===== src/sv/u8s_pkg.sv =====
`timescale 1ns / 1ps
// ----------------------------------------------------------------------------
// u8s_pkg
// Shared types and constants for the UTF-8 stream sanitizer.
// ----------------------------------------------------------------------------
package u8s_pkg;

  localparam int unsigned QUEUE_DEPTH = 2;
  localparam int unsigned LIT_MAX     = 4;

  localparam logic [7:0] REPL_B0 = 8'hEF;
  localparam logic [7:0] REPL_B1 = 8'hBF;
  localparam logic [7:0] REPL_B2 = 8'hBD;

  localparam logic [1:0] PH_B0 = 2'd0;
  localparam logic [1:0] PH_B1 = 2'd1;
  localparam logic [1:0] PH_B2 = 2'd2;

  // sequence lengths from the lead byte
  localparam logic [2:0] LEN_BAD = 3'd0;
  localparam logic [2:0] LEN_1   = 3'd1;
  localparam logic [2:0] LEN_2   = 3'd2;
  localparam logic [2:0] LEN_3   = 3'd3;
  localparam logic [2:0] LEN_4   = 3'd4;

  // one command: r1 replacements, lit_n literal bytes, r2 replacements
  typedef struct packed {
    logic [1:0]                r1;
    logic [2:0]                lit_n;
    logic [LIT_MAX-1:0][7:0]   lit;
    logic [1:0]                r2;
    logic                      last;
  } cmd_t;

  typedef struct packed {
    logic full;
    logic empty;
  } q_stat_t;

  function automatic logic [7:0] repl_byte(input logic [1:0] ph);
    logic [7:0] b;
    case (ph)
      PH_B0:   b = REPL_B0;
      PH_B1:   b = REPL_B1;
      PH_B2:   b = REPL_B2;
      default: b = REPL_B2;
    endcase
    return b;
  endfunction

  function automatic logic [2:0] lead_len(input logic [7:0] b);
    logic [2:0] len;
    if (b[7] == 1'b0) begin
      len = LEN_1;
    end else if (b[7:5] == 3'b110) begin
      len = LEN_2;
    end else if (b[7:4] == 4'b1110) begin
      len = LEN_3;
    end else if (b[7:3] == 5'b11110) begin
      len = LEN_4;
    end else begin
      len = LEN_BAD;
    end
    return len;
  endfunction

endpackage


===== src/sv/u8s_front.sv =====
`timescale 1ns / 1ps
// ----------------------------------------------------------------------------
// u8s_front
// Accepts input words, tracks the held sequence and issues one command per
// word that yields output.
// ----------------------------------------------------------------------------
module u8s_front (
  input  logic          clk,
  input  logic          rst_n,
  input  logic          in_tvalid,
  input  logic          in_tready,
  input  logic [7:0]    in_byte,
  input  logic          in_last,
  output logic          q_push,
  output u8s_pkg::cmd_t q_cmd
);
  import u8s_pkg::*;

  logic [2:0][7:0] held_r;
  logic [2:0][7:0] held_nxt;
  logic [1:0]      held_cnt_r;
  logic [1:0]      held_cnt_nxt;
  logic [2:0]      exp_len_r;
  logic [2:0]      exp_len_nxt;

  logic       acc;
  logic       cont;
  logic       brk;
  logic [1:0] hc;
  logic [2:0] len;
  logic       mid_repl;
  cmd_t       cmd;

  assign acc  = in_tvalid & in_tready;
  assign cont = (in_byte[7:6] == 2'b10);
  assign brk  = (held_cnt_r != 2'd0) & ~cont;
  assign hc   = brk ? 2'd0 : held_cnt_r;
  assign len  = lead_len(in_byte);

  always_comb begin
    held_nxt     = held_r;
    held_cnt_nxt = hc;
    exp_len_nxt  = brk ? 3'd0 : exp_len_r;
    mid_repl     = 1'b0;
    cmd.r1       = brk ? held_cnt_r : 2'd0;
    cmd.lit_n    = 3'd0;
    cmd.lit      = '0;
    cmd.r2       = 2'd0;
    cmd.last     = in_last;
    if (hc == 2'd0) begin
      if (len == LEN_1) begin
        cmd.lit_n  = 3'd1;
        cmd.lit[0] = in_byte;
      end else if (len == LEN_BAD) begin
        mid_repl = 1'b1;
      end else begin
        held_nxt[0]  = in_byte;
        held_cnt_nxt = 2'd1;
        exp_len_nxt  = len;
      end
    end else if (({1'b0, hc} + 3'd1) >= exp_len_r) begin
      cmd.lit_n    = {1'b0, hc} + 3'd1;
      cmd.lit[0]   = held_r[0];
      cmd.lit[1]   = (hc == 2'd1) ? in_byte : held_r[1];
      cmd.lit[2]   = (hc == 2'd2) ? in_byte : held_r[2];
      cmd.lit[3]   = in_byte;
      held_cnt_nxt = 2'd0;
      exp_len_nxt  = 3'd0;
    end else begin
      held_nxt[hc] = in_byte;
      held_cnt_nxt = hc + 2'd1;
    end
    cmd.r2 = {1'b0, mid_repl};
    if (in_last) begin
      cmd.r2       = held_cnt_nxt | {1'b0, mid_repl};
      held_cnt_nxt = 2'd0;
      exp_len_nxt  = 3'd0;
    end
  end

  assign q_cmd  = cmd;
  assign q_push = acc & ((cmd.r1 != 2'd0) | (cmd.lit_n != 3'd0) | (cmd.r2 != 2'd0));

  always_ff @(posedge clk) begin
    if (!rst_n) begin
      held_cnt_r <= 2'd0;
      exp_len_r  <= 3'd0;
    end else if (acc) begin
      held_cnt_r <= held_cnt_nxt;
      exp_len_r  <= exp_len_nxt;
    end
  end

  always_ff @(posedge clk) begin
    if (acc) begin
      held_r <= held_nxt;
    end
  end

endmodule


===== src/sv/u8s_cmd_fifo.sv =====
`timescale 1ns / 1ps
// ----------------------------------------------------------------------------
// u8s_cmd_fifo
// Short command queue between the front and back parts.
// ----------------------------------------------------------------------------
module u8s_cmd_fifo #(
  parameter int unsigned DEPTH = u8s_pkg::QUEUE_DEPTH
) (
  input  logic             clk,
  input  logic             rst_n,
  input  logic             push,
  input  u8s_pkg::cmd_t    push_cmd,
  input  logic             pop,
  output u8s_pkg::cmd_t    head,
  output u8s_pkg::q_stat_t stat
);
  import u8s_pkg::*;

  localparam int unsigned PW = (DEPTH > 1) ? $clog2(DEPTH) : 1;
  localparam int unsigned CW = $clog2(DEPTH + 1);
  localparam logic [PW-1:0] PTR_LAST = PW'(DEPTH - 1);
  localparam logic [CW-1:0] CNT_FULL = CW'(DEPTH);

  cmd_t          mem_r [DEPTH];
  logic [PW-1:0] wr_ptr_r;
  logic [PW-1:0] wr_ptr_nxt;
  logic [PW-1:0] rd_ptr_r;
  logic [PW-1:0] rd_ptr_nxt;
  logic [CW-1:0] cnt_r;
  logic [CW-1:0] cnt_nxt;

  assign stat.full  = (cnt_r == CNT_FULL);
  assign stat.empty = (cnt_r == '0);
  assign head       = mem_r[rd_ptr_r];

  always_comb begin
    wr_ptr_nxt = wr_ptr_r;
    rd_ptr_nxt = rd_ptr_r;
    cnt_nxt    = cnt_r;
    if (push) begin
      wr_ptr_nxt = (wr_ptr_r == PTR_LAST) ? '0 : wr_ptr_r + 1'b1;
    end
    if (pop) begin
      rd_ptr_nxt = (rd_ptr_r == PTR_LAST) ? '0 : rd_ptr_r + 1'b1;
    end
    if (push && !pop) begin
      cnt_nxt = cnt_r + 1'b1;
    end else if (pop && !push) begin
      cnt_nxt = cnt_r - 1'b1;
    end
  end

  always_ff @(posedge clk) begin
    if (!rst_n) begin
      wr_ptr_r <= '0;
      rd_ptr_r <= '0;
      cnt_r    <= '0;
    end else begin
      wr_ptr_r <= wr_ptr_nxt;
      rd_ptr_r <= rd_ptr_nxt;
      cnt_r    <= cnt_nxt;
    end
  end

  always_ff @(posedge clk) begin
    if (push) begin
      mem_r[wr_ptr_r] <= push_cmd;
    end
  end

endmodule


===== src/sv/u8s_back.sv =====
`timescale 1ns / 1ps
// ----------------------------------------------------------------------------
// u8s_back
// Expands the head command into output words, one per cycle unless out_tready
// holds them, through an output register.
// ----------------------------------------------------------------------------
module u8s_back (
  input  logic             clk,
  input  logic             rst_n,
  input  u8s_pkg::cmd_t    head,
  input  u8s_pkg::q_stat_t stat,
  output logic             pop,
  output logic             out_tvalid,
  input  logic             out_tready,
  output logic [7:0]       out_byte,
  output logic             out_run_last,
  output logic             out_stream_end
);
  import u8s_pkg::*;

  logic [1:0] a_cnt_r, a_cnt_nxt;
  logic [2:0] l_cnt_r, l_cnt_nxt;
  logic [1:0] b_cnt_r, b_cnt_nxt;
  logic [1:0] ph_r, ph_nxt;
  logic       vld_r;
  logic [7:0] byte_r;
  logic       run_last_r;
  logic       end_r;

  logic       load;
  logic       in_a;
  logic       in_l;
  logic       unit_end;
  logic       fin;
  logic [7:0] byte_c;

  assign load = ~stat.empty & (~vld_r | out_tready);
  assign in_a = ({1'b0, a_cnt_r} < {1'b0, head.r1});
  assign in_l = ~in_a & (l_cnt_r < head.lit_n);
  assign unit_end = in_l | (ph_r == PH_B2);

  always_comb begin
    byte_c = in_l ? head.lit[l_cnt_r[1:0]] : repl_byte(ph_r);
    if (in_a) begin
      fin = (ph_r == PH_B2) & (({1'b0, a_cnt_r} + 3'd1) == {1'b0, head.r1})
          & (head.lit_n == 3'd0) & (head.r2 == 2'd0);
    end else if (in_l) begin
      fin = ((l_cnt_r + 3'd1) == head.lit_n) & (head.r2 == 2'd0);
    end else begin
      fin = (ph_r == PH_B2) & (({1'b0, b_cnt_r} + 3'd1) == {1'b0, head.r2});
    end
  end

  always_comb begin
    a_cnt_nxt = a_cnt_r;
    l_cnt_nxt = l_cnt_r;
    b_cnt_nxt = b_cnt_r;
    ph_nxt    = ph_r;
    if (fin) begin
      a_cnt_nxt = 2'd0;
      l_cnt_nxt = 3'd0;
      b_cnt_nxt = 2'd0;
      ph_nxt    = PH_B0;
    end else if (in_l) begin
      l_cnt_nxt = l_cnt_r + 3'd1;
    end else begin
      ph_nxt = unit_end ? PH_B0 : ph_r + 2'd1;
      if (unit_end && in_a) begin
        a_cnt_nxt = a_cnt_r + 2'd1;
      end else if (unit_end) begin
        b_cnt_nxt = b_cnt_r + 2'd1;
      end
    end
  end

  assign pop = load & fin;

  always_ff @(posedge clk) begin
    if (!rst_n) begin
      a_cnt_r <= 2'd0;
      l_cnt_r <= 3'd0;
      b_cnt_r <= 2'd0;
      ph_r    <= PH_B0;
      vld_r   <= 1'b0;
    end else begin
      if (load) begin
        a_cnt_r <= a_cnt_nxt;
        l_cnt_r <= l_cnt_nxt;
        b_cnt_r <= b_cnt_nxt;
        ph_r    <= ph_nxt;
        vld_r   <= 1'b1;
      end else if (out_tready) begin
        vld_r <= 1'b0;
      end
    end
  end

  always_ff @(posedge clk) begin
    if (load) begin
      byte_r     <= byte_c;
      run_last_r <= fin;
      end_r      <= fin & head.last;
    end
  end

  assign out_tvalid     = vld_r;
  assign out_byte       = byte_r;
  assign out_run_last   = run_last_r;
  assign out_stream_end = end_r;

endmodule


===== src/sv/utf8_stream_sanitizer.sv =====
`timescale 1ns / 1ps
// ----------------------------------------------------------------------------
// utf8_stream_sanitizer
// Passes well-formed UTF-8 and turns broken or stray bytes into EF BF BD.
// ----------------------------------------------------------------------------
//  channel   direction  tdata        tlast        tuser
//  in_       slave      in_byte      stream_last  -
//  out_      master     out_byte     run_last     stream_end
//
//  the back part sends one output word per cycle unless out_tready stalls,
//  so an input word yielding n bytes (1 to 12) holds its queue entry until
//  all are sent, and valid text runs at one byte per cycle without stalls
//  a lead byte alone sends nothing until its sequence ends
//  rst_n is synchronous and clears the held count, queue and output stage
//  in_tready drops only while the command queue is full
// ----------------------------------------------------------------------------
module utf8_stream_sanitizer #(
  parameter int unsigned QUEUE_DEPTH = u8s_pkg::QUEUE_DEPTH
) (
  input  logic       clk,
  input  logic       rst_n,
  input  logic       in_tvalid,
  output logic       in_tready,
  input  logic [7:0] in_tdata,   // [7:0] in_byte
  input  logic       in_tlast,
  output logic       out_tvalid,
  input  logic       out_tready,
  output logic [7:0] out_tdata,  // [7:0] out_byte
  output logic       out_tlast,
  output logic       out_tuser   // [0] stream_end
);
  import u8s_pkg::*;

  logic    q_push;
  logic    q_pop;
  cmd_t    q_cmd;
  cmd_t    q_head;
  q_stat_t q_stat;

  assign in_tready = ~q_stat.full;

  u8s_front u_front (
    .clk       (clk),
    .rst_n     (rst_n),
    .in_tvalid (in_tvalid),
    .in_tready (in_tready),
    .in_byte   (in_tdata),
    .in_last   (in_tlast),
    .q_push    (q_push),
    .q_cmd     (q_cmd)
  );

  u8s_cmd_fifo #(
    .DEPTH (QUEUE_DEPTH)
  ) u_fifo (
    .clk      (clk),
    .rst_n    (rst_n),
    .push     (q_push),
    .push_cmd (q_cmd),
    .pop      (q_pop),
    .head     (q_head),
    .stat     (q_stat)
  );

  u8s_back u_back (
    .clk            (clk),
    .rst_n          (rst_n),
    .head           (q_head),
    .stat           (q_stat),
    .pop            (q_pop),
    .out_tvalid     (out_tvalid),
    .out_tready     (out_tready),
    .out_byte       (out_tdata),
    .out_run_last   (out_tlast),
    .out_stream_end (out_tuser)
  );

  a_no_push_full: assert property (@(posedge clk) disable iff (!rst_n)
    q_push |-> !q_stat.full)
    else $error("push into full queue");

  a_no_pop_empty: assert property (@(posedge clk) disable iff (!rst_n)
    q_pop |-> !q_stat.empty)
    else $error("pop from empty queue");

  a_end_is_last: assert property (@(posedge clk) disable iff (!rst_n)
    out_tvalid && out_tuser |-> out_tlast)
    else $error("stream end not on run end");

  a_pop_sends: assert property (@(posedge clk) disable iff (!rst_n)
    q_pop |=> out_tvalid && out_tlast)
    else $error("command finished without run end word");

endmodule


===== config.mk =====
export PLATFORM = sky130hd
export DESIGN_NAME = utf8_stream_sanitizer
export DESIGN_NICKNAME = d
export VERILOG_FILES = /design/src/sv/u8s_pkg.sv /design/src/sv/u8s_front.sv /design/src/sv/u8s_cmd_fifo.sv /design/src/sv/u8s_back.sv /design/src/sv/utf8_stream_sanitizer.sv
export SDC_FILE = /design/constraint.sdc
export NUM_CORES = 1
export LEC_CHECK = 0
export BUFFER_PORTS_ARGS = -buffer_cell sky130_fd_sc_hd__clkbuf_2
export CORE_AREA = 2 2 107 109
export CTS_BUF_LIST = sky130_fd_sc_hd__clkbuf_8
export DETAILED_ROUTE_END_ITERATION = 7
export DIE_AREA = 0 0 109 111
export GPL_ROUTABILITY_DRIVEN = 0
export HOLD_SLACK_MARGIN = 0.1
export PLACE_DENSITY = 0.8
export SYNTH_ARGS = -nofsm -noshare
export SYNTH_HDL_FRONTEND = slang
export SYNTH_SLANG_ARGS = --single-unit

===== constraint.sdc =====
create_clock -name clk -period 14.19 [get_ports clk]
set_clock_uncertainty 0.2 [all_clocks]
set_input_delay 2.838 -clock clk [delete_from_list [all_inputs] [get_ports clk]]
set_output_delay 2.838 -clock clk [all_outputs]
set_load 0.005 [all_outputs]

# Yosys cells after proc, flatten, opt, wreduce, memory -nomap -nowiden
# Memory sizes are Yosys's and may differ from the RTL's. A register that Yosys moved wholly into a read port is not among the register bits.
# Index checks and enable logic that the tools add are counted.
# totals
word_cells	168
ff_bits	53
ramBits	80
input_bits	13
out_inout_bits	12
n_memories	1
# memory_table
name	words	word_bits	read_ports	rd_clocked_by_memory_dff	write_ports	line	rtl
u_fifo.mem_r	2	40	1	1	1	u8s_cmd_fifo.sv:24	cmd_t mem_r [DEPTH];
# op_classes
muxes	64
n_bitwise	24
n_addsub	12
eq_ne	18
order_cmp	6
reduce_logical	27
# op_table
op	count
2-to-1 mux 8 bit	11
2-to-1 mux 2 bit	20
2-to-1 mux 3 bit	13
2-to-1 mux 35 bit	1
bitwise mux 24 bit	1
2-to-1 mux 24 bit	1
binary-select mux 8 bit (select 2 bit)	1
demux 8 bit (select 2 bit)	1
nonzero test 2 bit	8
2-to-1 mux 1 bit	14
one-hot mux 7 bit (2 select lines)	1
AND 1 bit	12
adder 2 x 1 -> 2 bit (second input constant)	5
adder 2 x 1 -> 3 bit (second input constant)	3
equality test 2 bit (second input constant)	4
logical NOT 2 bit	4
AND reduction 4 bit	2
NOT 1 bit	7
equality test 3 x 2 -> 1 bit	2
logical NOT 3 bit	2
< comparator 2 x 3 -> 1 bit (second input constant)	2
!= test 2 bit (second input constant)	3
AND reduction 3 bit	2
equality test 5 bit (second input constant)	1
other kinds (19)	30

# Logic depth before layout (Yosys ltp)
# Gate-level depths: netlist (run 1).
# depth
depth_word	18
depth_mapped	14
depth_no_buf	12

# Modules after synthesis
# From an unflattened synthesis (run 1), not the netlist that was laid out.
# hier_totals
cells_unflattened	454
hier_area_um2	6272.3
# by_module_without_submodules
module	cells_per_inst	instances	area_per_inst_um2	seq_area_each_um2
u8s_cmd_fifo	146	1	3091.7	2502.4
u8s_front	183	1	1757.9	820.8
u8s_back	124	1	1418.9	500.5
utf8_stream_sanitizer	1	1	3.8	0.0

# Worst setup path before layout (run 1)
# Ideal clock, no wire load.
# synth_timing
kind	input-to-reg
from	in in_tdata[7]
to	mem u_fifo.mem_r[0][0] (netlist bit) (enable)
path_buffers	0
t_required_ns	13.548
slack_ns	7.404
arrival_ns	6.144
stages	8
setup_time_ns	0.442
cell_sequence	nor2b_1 > and2_1 > ha_1 > nor2b_1 > o21a_1 > a32o_1 > o311a_1 > nor2b_1
# synth_rtl
item	line	rtl
start: declaration	utf8_stream_sanitizer.sv:24	input logic [7:0] in_tdata,
end: declaration	u8s_cmd_fifo.sv:24	

==> summary.md, run 1 <==
| Metric | Value |
|---|---|
| Status | `finished clean` |
| Hold buffers post-CTS | `0` |
| Synth Area in Adders | `0.0324` |
| P&R area growth vs syn | `9.91%` |
| Clk buf depth | `2` |
| Starting Density | `0.557` |
| 1st-iter DRT viols | `287` |
| Cell taking the most area after synthesis | `edfxtp_1` |
| Total power | `0.924 mW` |
| Hold Violations, Final | `0` |
| Yosys cell types | `63` |
| Crit path capture | `u_fifo.mem_r[0][12]$_DFFE_PP_` |
| Syn avg cell area | `13.1 um^2` |
| Reg-to-reg endpoint | `u_fifo.cnt_r[1]$_SDFFE_PN0P_` |
| Simple-Gate Fraction of Synth Area | `0.124` |
| Largest net degree at the start of global routing | `41` |
| Post-layout net count | `527` |
| Leakage | `2.41 nW` |
| Largest cells by area after synthesis | `edfxtp_1, dfxtp_1, mux4_2` |
| Crit Path Max Fanout | `40` |
| Layout cells sized above 1 | `0.163` |
| Hold crit path type | `reg2reg` |
| Internal power | `0.678 mW` |
| Final cycle utilization of the critical path | `0.428` |
| Post-Syn Area | `0.00617 mm^2` |
| Sw Pwr | `0.246 mW` |
| Combinational Power Share | `0.160` |
| Xor-xnor portion of the synthesized cell area | `0.0128` |
| Max Cap Viol | `0` |
| Sequential Power Share | `0.518` |
| Final setup viols | `0` |
| Fin crit period | `6.07 ns` |
| First-pass GRT wire length | `19700 um` |
| Die Span Y | `111 um` |
| EDFF count, synth | `114` |
| Sw Share | `0.266` |
| H-tree Lvls | `4` |
| Worst setup path class | `in2reg` |
| Cells after Synth | `471` |
| Gr ovfl total | `0` |
| Antenna-violating nets left | `0` |
| Primary FF master, synth | `edfxtp_1` |
| Vias in the first global route | `3880` |
| PD cells | `136 mW/mm^2` |
| Initial antenna violation count | `0` |
| Gr usage total | `0.217` |
| Die Area | `0.0121 mm^2` |
| Clock Sinks | `134` |
| Core Box Area | `0.0111 mm^2` |
| I/O pins | `25` |
| RSZ-0062 raised after global routing | `false` |
| Share of the synthesized area in the top cell type | `0.555` |
| Warnings, synthesis | `0` |
| Peak VDD IR | `0.0612 mV` |
| Detailed Place HPWL | `8420 um` |
| R2R cell count | `11` |
| CP required | `14.04 ns` |
| Multiplexer share of the synthesized area | `0.0937` |
| Rows | `39` |
| Clock latency on the worst-skew pair | `0.44 ns` |
| Post-cts sizing count | `0` |
| Clk root buf | `clkbuf_8` |
| Avg WL per Cell | `18.6 um` |
| Fin. max-slew vios | `0` |
| Cts bufs inserted | `17` |
| Overall die width | `109 um` |
| Setup TNS | `0 ns` |
| CTS tree | `done` |
| Setup bufs post-CTS | `0` |
| Relative slew slack | `0.251` |
| Fmax | `165 MHz` |
| Post-synth ARST share | `0` |
| Compound-Gate Fraction of Synth Area | `0.0896` |
| Critical Path Start | `in_tdata[7]` |
| DRC Markers | `0` |
| Yosys reg bits | `134` |
| IO Port Bufs | `24` |
| Routed vias | `3923` |
| CP startpoint kind | `input pin` |
| CP arrival | `5.93 ns` |
| Clock network power share | `0.323` |
| Register-to-register setup slack | `10.27 ns` |
| Nature of the critical path endpoint | `flip-flop` |
| Post-Route WL | `12100 um` |
| Least-Margin Pin Slew | `1.11 ns` |
| Via density | `6.01` |
| Pre-antenna DRT Iters | `5` |
| Diodes inserted | `0` |
| Sequential area share after synthesis | `0.620` |
| Clock transition at path regs | `0.07 ns` |
| Largest family of logic cells by synthesized area | `simple AND/OR/NAND/NOR gates` |
## cell type report
type / instances / area [um^2]
fillers: 796 / 4290
well taps: 143 / 179
clock buffers: 17 / 234
repair buffers: 27 / 143
flip-flops and latches: 134 / 3820
multi-input cells: 297 / 2190
clock inverters: 14 / 136
inverters: 21 / 78.8
## worst max-delay path: stages
cell and delay (ns):
clkbuf_2 0.29, nor2b_1 0.28, and2_1 0.22, ha_1 0.26, nor2b_1 0.22, o21a_1 0.33, a32o_1 0.28, o311a_1 0.26
nor2b_4 0.93
## power groups by stage
| stage | sequential [mW] | clock [mW] | combinational, mW |
|---|---|---|---|
| floorplan | 0.477 | 0 | 0.117 |
| global route | 0.482 | 0.319 | 0.163 |
| CTS | 0.479 | 0.302 | 0.149 |
| finish | 0.478 | 0.298 | 0.147 |
| detailed placement | 0.487 | 0 | 0.148 |
| global placement | 0.485 | 0 | 0.142 |
## sequential cells by signal, summed over array words and instances, names as in the netlist, named ones only
signal,count
u_fifo.mem_r,80
u_back.out_stream_end,1
u_front.exp_len_r,3
u_back.out_tvalid,1
u_fifo.wr_ptr_r,1
u_fifo.cnt_r,2
u_back.l_cnt_r,3
u_back.out_run_last,1
u_back.ph_r,2
u_front.held_r,24
u_back.b_cnt_r,2
u_fifo.rd_ptr_r,1
u_back.out_byte,8
u_back.a_cnt_r,2
u_front.held_cnt_r,2
## synth_stat cells (5+ instances only)
cell / count
nand3_1: 5
nor2_1: 30
clkbuf_1: 15
xnor2_1: 5
nand2b_1: 7
inv_1: 20
ha_1: 16
a21oi_1: 19
o21ai_0: 18
a21boi_0: 7
nor3_1: 12
mux2i_1: 17
and2_1: 7
dfxtp_1: 20
mux4_2: 16
edfxtp_1: 114
nor2b_1: 6
nand2_1: 61
## per-layer routing
layer  vias up  track usage  part of all wire
met5         -            0                 0
met2       168        0.338              0.49
met4         0       0.0932             0.024
met3        32       0.0511             0.058
met1      1912        0.292              0.43
li1       1811            -                 -
## cell usage in the layout (no fill, tap or decap), types with 3 or more instances in the layout
| cell type | instances |
|---|---|
| a32o_1 | 4 |
| a21oi_1 | 19 |
| a21boi_0 | 7 |
| ha_1 | 16 |
| clkinv_2 | 3 |
| clkbuf_2 | 24 |
| clkinv_1 | 3 |
| and2_1 | 7 |
| dfxtp_1 | 20 |
| and3_1 | 4 |
| edfxtp_1 | 114 |
| nand2b_1 | 7 |
| o21ai_0 | 18 |
| a21o_1 | 4 |
| o211ai_1 | 4 |
| buf_4 | 3 |
| clkinv_4 | 3 |
| xnor2_1 | 5 |
| nand3_1 | 5 |
| clkbuf_8 | 17 |
| mux4_2 | 16 |
| nor2_1 | 30 |
| mux2i_1 | 17 |
| o21a_1 | 3 |
| nand2_1 | 61 |
| nor2b_1 | 5 |
| nor3_1 | 12 |
| or4b_1 | 3 |
| xor2_1 | 4 |
| inv_1 | 21 |
| nand4_1 | 3 |
## through the flow
stage          hold slack (ns)  area (um^2)   util  std cells  worst slack [ns]
4_1_cts                  0.278         6780  0.612        653              8.15
5_1_grt                  0.313         6780  0.612        653              7.90
6_report                 0.278         6780  0.612        653              8.12
3_5_place_dp             0.266         6410  0.579        622              7.67
2_1_floorplan            0.238         6180      -        472              7.40
3_3_place_gp             0.251         6410  0.579        622              7.90
## cell families after synthesis
family	count (synthesis)
simple gates	154
flops	134
compound gates	80
buf+inv	41
mux	36
fa+ha+maj	16
xor+xnor	9
other cells	1
## worst min-delay path by stage
stage	startpoint	endpoint	slack (ns)	cells past startpoint
6_report	u_back.b_cnt_r[1]$_SDFFE_PN0P_	u_back.b_cnt_r[1]$_SDFFE_PN0P_	0.28	2
3_5_place_dp	u_back.b_cnt_r[1]$_SDFFE_PN0P_	u_back.b_cnt_r[1]$_SDFFE_PN0P_	0.27	2
4_1_cts	u_back.b_cnt_r[1]$_SDFFE_PN0P_	u_back.b_cnt_r[1]$_SDFFE_PN0P_	0.28	2
5_1_grt	u_back.b_cnt_r[1]$_SDFFE_PN0P_	u_back.b_cnt_r[1]$_SDFFE_PN0P_	0.31	2
2_1_floorplan	u_back.b_cnt_r[1]$_SDFFE_PN0P_	u_back.b_cnt_r[1]$_SDFFE_PN0P_	0.24	2
3_3_place_gp	u_back.b_cnt_r[1]$_SDFFE_PN0P_	u_back.b_cnt_r[1]$_SDFFE_PN0P_	0.25	2
(Power assumes the default switching activity.)
==> run 2: changes to the inputs <==
clock period = 5.8 ns   (was 14.19 ns; I/O delays follow)
==> run 2 against run 1 <==
Die area stayed put; clock power increased to 2.9 times the previous value; non-clock buffer count rose by 1; first-iteration DRC count is 11% higher; cell area increased by 1.2%; sequential power is 150% higher; critical path type is now reg2reg; largest cell class unchanged.
==> summary.md, run 2 (synthesized netlist as in run 1, its figures left out) <==
| Metric | Value |
|---|---|
| Clk buf depth | `2 (unchanged)` |
| Sw Share | `0.258 (-0.00793)` |
| Commonest non-fill, non-tap cells in the layout | `edfxtp_1, nand2_1, nor2_1, clkbuf_2, inv_1` |
| Commonest non-fill, non-tap cell in the layout | `edfxtp_1` |
| Overall die width | `109 um (unchanged)` |
| Gr ovfl total | `0 (unchanged)` |
| Hold buffers post-CTS | `0 (unchanged)` |
| CTS tree | `done` |
| Pre-antenna DRT Iters | `5 (unchanged)` |
| Final cycle utilization of the critical path | `0.729` |
| Post-layout net count | `528 (+0.19%)` |
| I/O pins | `25 (unchanged)` |
| CP top delay family | `compound AO/OA/AOI/OAI gates` |
| Status | `finished clean` |
| Post-cts sizing count | `0 (unchanged)` |
| H-tree Lvls | `4 (unchanged)` |
| Largest net degree at the start of global routing | `41 (unchanged)` |
| Fmax | `237 MHz` |
| Worst setup path class | `reg2reg` |
| Core Box Area | `0.0111 mm^2 (unchanged)` |
| Design area | `0.00687 mm^2 (+1.2%)` |
| Placed cell areas | `0.00642 mm^2 (+0.12%)` |
| Vias in the first global route | `3771 (-2.8%)` |
| Via density | `5.96 (-0.84%)` |
| Internal power | `1.77 mW (+160%)` |
| CP cell instances | `buf_4 > mux2i_2 > ha_1 > a21o_1 > a211oi_1 > buf_4 > nand4_1 > a21o_1 > ha_1 > or3_1 > a21boi_0` |
| Crit path largest cell delay | `0.88 ns (-0.05 ns)` |
| Clock Sinks | `134 (unchanged)` |
| Gr usage total | `0.211 (-0.00592)` |
| Largest register FFs | `80 (unchanged)` |
| Hold crit path type | `reg2reg` |
| Sequential Power Share | `0.494 (-0.024)` |
| Final worst slack | `1.57 ns (-6.54 ns)` |
| DRC Markers | `0 (unchanged)` |
| Combinational Power Share | `0.147 (-0.013)` |
| Peak VDD IR | `0.193 mV (+220%)` |
| Diodes inserted | `0 (unchanged)` |
| Crit Path Max Fanout | `16 (-60%)` |
| Clock network power share | `0.359 (+0.036)` |
| Clk root buf | `clkbuf_8` |
| Routed vias | `3902 (-0.54%)` |
| Non-Filler Instances | `655 (+0.31%)` |
| Largest Register | `u_fifo.mem_r` |
| Die Span Y | `111 um (unchanged)` |
| Layout cells sized above 1 | `0.170 (+0.00718)` |
| Cts bufs inserted | `17 (unchanged)` |
| Sw Pwr | `0.616 mW (+150%)` |
| PD cells | `347 mW/mm^2 (+160%)` |
| Slowest stage cell, crit path | `dfxtp_1` |
| Relative slew slack | `0.263 (+0.0113)` |
| Fin crit period | `4.23 ns` |
| Leakage | `2.45 nW (+1.5%)` |
| Clock transition at path regs | `0.08 ns (about the same)` |
| Clock latency on the worst-skew pair | `0.45 ns (about the same)` |
| RSZ-0062 raised after global routing | `false` |
| CP required | `5.97 ns (-8.07 ns)` |
| Fin. max-slew vios | `0 (unchanged)` |
| Buf+Inv Stages, Crit Path | `2 (+1)` |
| Avg WL per Cell | `18.1 um (-2.6%)` |
| P&R area growth vs syn | `11.3%` |
| Max Cap Viol | `0 (unchanged)` |
| Placement Setup Slack | `1.38 ns (-6.29 ns)` |
| Setup TNS | `0 ns (unchanged)` |
| IO Port Bufs | `24 (unchanged)` |
| CP arrival | `4.40 ns (-1.53 ns)` |
| Least-Margin Pin Slew | `1.10 ns (-0.0169 ns)` |
| Hold Violations, Final | `0 (unchanged)` |
| Nature of the critical path endpoint | `flip-flop` |
| Core Util, Final | `0.620 (+0.00745)` |
| Starting Density | `0.557 (unchanged)` |
| Detailed Place HPWL | `8240 um (-2.2%)` |
| Hold WS | `0.290 ns (+0.0124 ns)` |
| CP startpoint kind | `flip-flop` |
| Setup bufs post-CTS | `0 (unchanged)` |
| Initial antenna violation count | `0 (unchanged)` |
| 1st-iter DRT viols | `319 (+11%)` |
| Rows | `39 (unchanged)` |
| Final setup viols | `0 (unchanged)` |
| Placed cells | `623 (+0.16%)` |
| Die Area | `0.0121 mm^2 (unchanged)` |
| Total power | `2.39 mW (+160%)` |
| Post-Route WL | `11900 um (-2.3%)` |
| First-pass GRT wire length | `19000 um (-3.3%)` |
| Antenna-violating nets left | `0 (unchanged)` |
run 2: cell types whose count changed in the layout (fill, tap and decap cells not counted):
| cell | before | now |
|---|---|---|
| clkinv_2 | 3 | 1 |
| clkinv_1 | 3 | 1 |
| clkbuf_8 | 17 | 18 |
| buf_4 | 3 | 4 |
| inv_8 | 0 | 1 |
| clkinv_4 | 3 | 0 |
| clkinvlp_4 | 2 | 3 |
| inv_6 | 1 | 4 |
| bufinv_16 | 2 | 4 |
run 2: path summary, 6_finish.rpt:
kind                                   from                        endpoint  slack, ns  depth (start not counted)
max                               flip-flop    u_fifo.cnt_r[1]$_SDFFE_PN0P_       1.57                         11
min          u_back.b_cnt_r[1]$_SDFFE_PN0P_  u_back.b_cnt_r[1]$_SDFFE_PN0P_       0.29                          2
max reg2reg                       flip-flop    u_fifo.cnt_r[1]$_SDFFE_PN0P_       1.57                         11
min reg2reg  u_back.b_cnt_r[1]$_SDFFE_PN0P_  u_back.b_cnt_r[1]$_SDFFE_PN0P_       0.29                          2
run 2: area by class of cell:
type	instances	area [um^2]
timing repair buffer	28	150
clock buffer	18	248
clock inverter	14	198
tap	143	179
multi-input combinational	297	2190
sequential	134	3820
inverter	21	78.8
fill	775	4210
run 2: power groups by stage:
stage	clock network (mW)	registers [mW]	logic, mW
after floorplan	0	1.17	0.287
final	0.857	1.18	0.351
after detailed placement	0	1.20	0.351
after CTS	0.867	1.18	0.352
after global placement	0	1.20	0.341
after global routing	0.906	1.19	0.391
run 2: tightest hold or removal path, stage by stage (launching register included):
cell     delay, ns
dfxtp_1       0.32
nand2_1       0.06
mux2i_1       0.06
run 2: metal layers:
layer | routed length (um) | GRT usage
met1 | 5100 | 0.290
met2 | 5710 | 0.323
met3 | 827 | 0.0558
met4 | 214 | 0.0803
met5 | 0 | 0
==> run 3: changes to the inputs <==
ABC_AREA = 1   (was default)
clock period = 4.4 ns   (was 5.8 ns; I/O delays follow)
==> run 3 against run 2 <==
Synthesized cell count rose by 31%; die area did not move; cell area rose by 0.24%; critical path depth rose by 10; sequential power rose by 26%; highest routed layer unchanged; sequential cell count did not move; first-iteration DRC count rose by 22%; via count rose by 16%; area after synthesis rose by 0.47%; worst setup slack got worse by 0.82 ns; register-to-register slack got worse by 0.78 ns; global-route usage rose by 1.7 points.
==> summary.md, run 3 <==
| Metric | Value |
|---|---|
| Placed cell areas | `0.00651 mm^2 (+1.4%)` |
| CP top delay family | `simple AND/OR/NAND/NOR gates` |
| Leakage | `2.75 nW (+12%)` |
| Sequential Power Share | `0.543 (+0.049)` |
| Hold Violations, Final | `0 (unchanged)` |
| Fin. max-slew vios | `0 (unchanged)` |
| Worst hold endpoint | `u_front.exp_len_r[1]$_SDFFE_PN0P_` |
| Commonest non-fill, non-tap cell in the layout | `nand2_1` |
| Final setup viols | `0 (unchanged)` |
| Register-to-register setup slack | `0.79 ns (-0.78 ns)` |
| Crit path largest cell delay | `0.31 ns (-0.57 ns)` |
| Share of the synthesized area in the top cell type | `0.552 (-0.00257)` |
| Clock transition at path regs | `0.07 ns (about the same)` |
| Cells after Synth | `617 (+31%)` |
| Core Box Area | `0.0111 mm^2 (unchanged)` |
| Post-layout net count | `679 (+29%)` |
| Fin crit period | `3.64 ns` |
| Detailed Place HPWL | `8580 um (+4.1%)` |
| Clock Sinks | `134 (unchanged)` |
| Vias in the first global route | `4311 (+14%)` |
| Buf+Inv Stages, Crit Path | `6 (+4)` |
| Nature of the critical path endpoint | `flip-flop` |
| Clk buf depth | `2 (unchanged)` |
| FF/Latch Area | `0.00382 mm^2 (about the same)` |
| Largest net degree at the start of global routing | `46 (+12%)` |
| Avg WL per Cell | `15.7 um (-13%)` |
| Internal power | `2.05 mW (+16%)` |
| CP startpoint kind | `input pin` |
| Hold crit path type | `reg2reg` |
| Fmax | `274 MHz` |
| Overall die width | `109 um (unchanged)` |
| # fillers | `834 (+7.6%)` |
| Sequential area share after synthesis | `0.617 (-0.00288)` |
| Post-synth ARST share | `0 (unchanged)` |
| Most frequent cell after synthesis | `nand2_1` |
| RSZ-0062 raised after global routing | `false` |
| Least-Margin Pin Slew | `0.791 ns (-0.306 ns)` |
| Via density | `5.59 (-6.1%)` |
| Sw Pwr | `0.689 mW (+12%)` |
| P&R area growth vs syn | `11.0%` |
| Post-cts sizing count | `0 (unchanged)` |
| I/O pins | `25 (unchanged)` |
| Cell taking the most area after synthesis | `edfxtp_1` |
| Initial antenna violation count | `0 (unchanged)` |
| Yosys reg bits | `134 (unchanged)` |
| Primary FF master, synth | `edfxtp_1` |
| Rows | `39 (unchanged)` |
| Syn avg cell area | `10.1 um^2 (-23%)` |
| Largest Register | `u_fifo.mem_r` |
| Antenna-violating nets left | `0 (unchanged)` |
| R2R cell count | `19 (+8)` |
| IO Port Bufs | `24 (unchanged)` |
| Starting Density | `0.560 (+0.00260)` |
| Sw Share | `0.251 (-0.00704)` |
| Multi-input logic area | `0.00201 mm^2 (-8.1%)` |
| Combinational Power Share | `0.108 (-0.039)` |
| Status | `finished clean` |
| Yosys cell types | `36 (-43%)` |
| Crit Path Max Fanout | `9 (-7)` |
| Slowest stage cell, crit path | `ha_1` |
| PD cells | `398 mW/mm^2 (+15%)` |
| Largest cells by area after synthesis | `edfxtp_1, nand2_1, dfxtp_1` |
| Reg-to-reg endpoint | `u_fifo.cnt_r[1]$_SDFFE_PN0P_` |
| 1st-iter DRT viols | `390 (+22%)` |
| Post-Syn Area | `0.00620 mm^2 (+0.47%)` |
| Cts bufs inserted | `17 (unchanged)` |
| CP cell instances | `clkbuf_2 > inv_1 > nand2_1 > inv_2 > nand2_2 > o21ai_1 > inv_1 > ha_1 > nand3_1 > nand3_1 > inv_1 > nand2_1 > nand2_1 > nand4_1 > nand2_1 > inv_1 > ha_1 > a21oi_1 > o21ai_0 > o21ai_0 > a21oi_1` |
| Placed cells | `774 (+24%)` |
| Design area | `0.00688 mm^2 (+0.24%)` |
| Die Span Y | `111 um (unchanged)` |
| Routed vias | `4508 (+16%)` |
| Max Cap Viol | `0 (unchanged)` |
| EDFF count, synth | `114 (unchanged)` |
| Clock latency on the worst-skew pair | `0.43 ns (-0.02 ns)` |
| Pre-antenna DRT Iters | `7 (+2)` |
| Worst setup path class | `in2reg` |
| Non-Filler Instances | `806 (+23%)` |
| Setup TNS | `0 ns (unchanged)` |
| Diodes inserted | `0 (unchanged)` |
| Worst hold stages | `2 (unchanged)` |
| Setup bufs post-CTS | `0 (unchanged)` |
| Peak VDD IR | `0.225 mV (+17%)` |
| Warnings, synthesis | `0 (unchanged)` |
| Clk root buf | `clkbuf_8` |
| CP arrival | `3.76 ns (-0.64 ns)` |
| H-tree Lvls | `4 (unchanged)` |
| Final cycle utilization of the critical path | `0.828` |
| Gr usage total | `0.228 (+0.0173)` |
| Gr ovfl total | `0 (unchanged)` |
| Commonest non-fill, non-tap cells in the layout | `nand2_1, edfxtp_1, inv_1, nor2_1, a21oi_1` |
| Largest register FFs | `80 (unchanged)` |
| Post-Route WL | `12700 um (+7.0%)` |
| Hold buffers post-CTS | `0 (unchanged)` |
| Die Area | `0.0121 mm^2 (unchanged)` |
| Clock network power share | `0.349 (-0.010)` |
| Hold path start | `u_front.exp_len_r[1]$_SDFFE_PN0P_` |
| DRC Markers | `0 (unchanged)` |
| CP required | `4.52 ns (-1.45 ns)` |
| Synth top cells by count | `nand2_1, edfxtp_1, inv_1, nor2_1, a21oi_1` |
| CTS tree | `done` |
| Layout cells sized above 1 | `0.145 (-0.0251)` |
| First-pass GRT wire length | `20800 um (+9.5%)` |
| Relative slew slack | `0.472 (+0.209)` |
==> run 3: changes by cell type after synthesis, moves of 8 or more <==
| cell | before | now |
|---|---|---|
| mux2i_1 | 17 | 0 |
| o21ai_0 | 18 | 32 |
| inv_1 | 20 | 67 |
| nand3_1 | 5 | 27 |
| nor3_1 | 12 | 4 |
| a221oi_1 | 2 | 10 |
| nand2_2 | 0 | 15 |
| nor2_1 | 30 | 63 |
| a21oi_1 | 19 | 56 |
| mux4_2 | 16 | 0 |
| nand2_1 | 61 | 130 |
==> run 3: worst register-to-register path, delay by kind of cell, from the launching register on <==
family | cells | cell delay (ns)
AO/OA/AOI/OAI | 4 | 0.43
flip-flops | 1 | 0.37
adder cells (fa/ha/maj) | 2 | 0.57
buffers and inverters | 2 | 0.54
AND/OR/NAND/NOR | 11 | 1.38
==> run 3: metal layers <==
layer  GRT usage  vias to the layer above  wire length, um
met1       0.312                     2117             5330
met2       0.344                      197             6180
met5           0                        -                0
li1            -                     2164                -
met3      0.0576                       30              936
met4       0.103                        0              238
==> run 3: how the worst max path moves through the flow <==
stage | startpoint | to | slack (ns) | cells after the start
after global placement | in_tdata[6] | u_fifo.cnt_r[1]$_SDFFE_PN0P_ | 0.51 | 21
after global routing | in_tdata[6] | u_fifo.cnt_r[1]$_SDFFE_PN0P_ | 0.40 | 21
final | in_tdata[6] | u_fifo.cnt_r[1]$_SDFFE_PN0P_ | 0.76 | 21
after floorplan | in_tdata[6] | u_fifo.mem_r[0][0]$_DFFE_PP_ | 0.32 | 14
after detailed placement | in_tdata[6] | u_fifo.cnt_r[1]$_SDFFE_PN0P_ | 0.36 | 21
after CTS | flip-flop | u_fifo.cnt_r[1]$_SDFFE_PN0P_ | 0.81 | 19
==> run 3: area by class of cell <==
type / instances / share of cell area
timing repair buffer: 33 / 0.0309
tap: 143 / 0.0260
clock inverter: 15 / 0.0204
sequential: 134 / 0.556
clock buffer: 17 / 0.0340
inverter: 73 / 0.0405
multi-input combinational: 391 / 0.292
==> run 3: cells by family (layout without fill, tap and decap cells) <==
logic type	count (synthesis)	after routing	share of synthesized area
other cells	1	2	0.000605
compound gates	113	113	0.104
flops	134	134	0.617
xor+xnor	1	1	0.00141
simple gates	259	259	0.184
buf+inv	93	138	0.0605
fa+ha+maj	16	16	0.0323
==> run 3: stage by stage <==
stage	hold WS, ns	worst slack, ns	total power [mW]	utilization
global placement	0.271	0.507	1.80	0.588
detailed placement	0.278	0.362	1.81	0.588
CTS	0.289	0.806	2.76	0.621
floorplan	0.257	0.317	1.71	-
global route	0.312	0.401	2.86	0.621
finish	0.291	0.757	2.74	0.621
==> run 3: power by group through the flow <==
| stage | combinational [mW] | sequential (mW) | clock [mW] |
|---|---|---|---|
| floorplan | 0.199 | 1.51 | 0 |
| global placement | 0.282 | 1.51 | 0 |
| detailed placement | 0.293 | 1.52 | 0 |
| CTS | 0.294 | 1.49 | 0.974 |
| global route | 0.335 | 1.50 | 1.03 |
| finish | 0.295 | 1.49 | 0.957 |
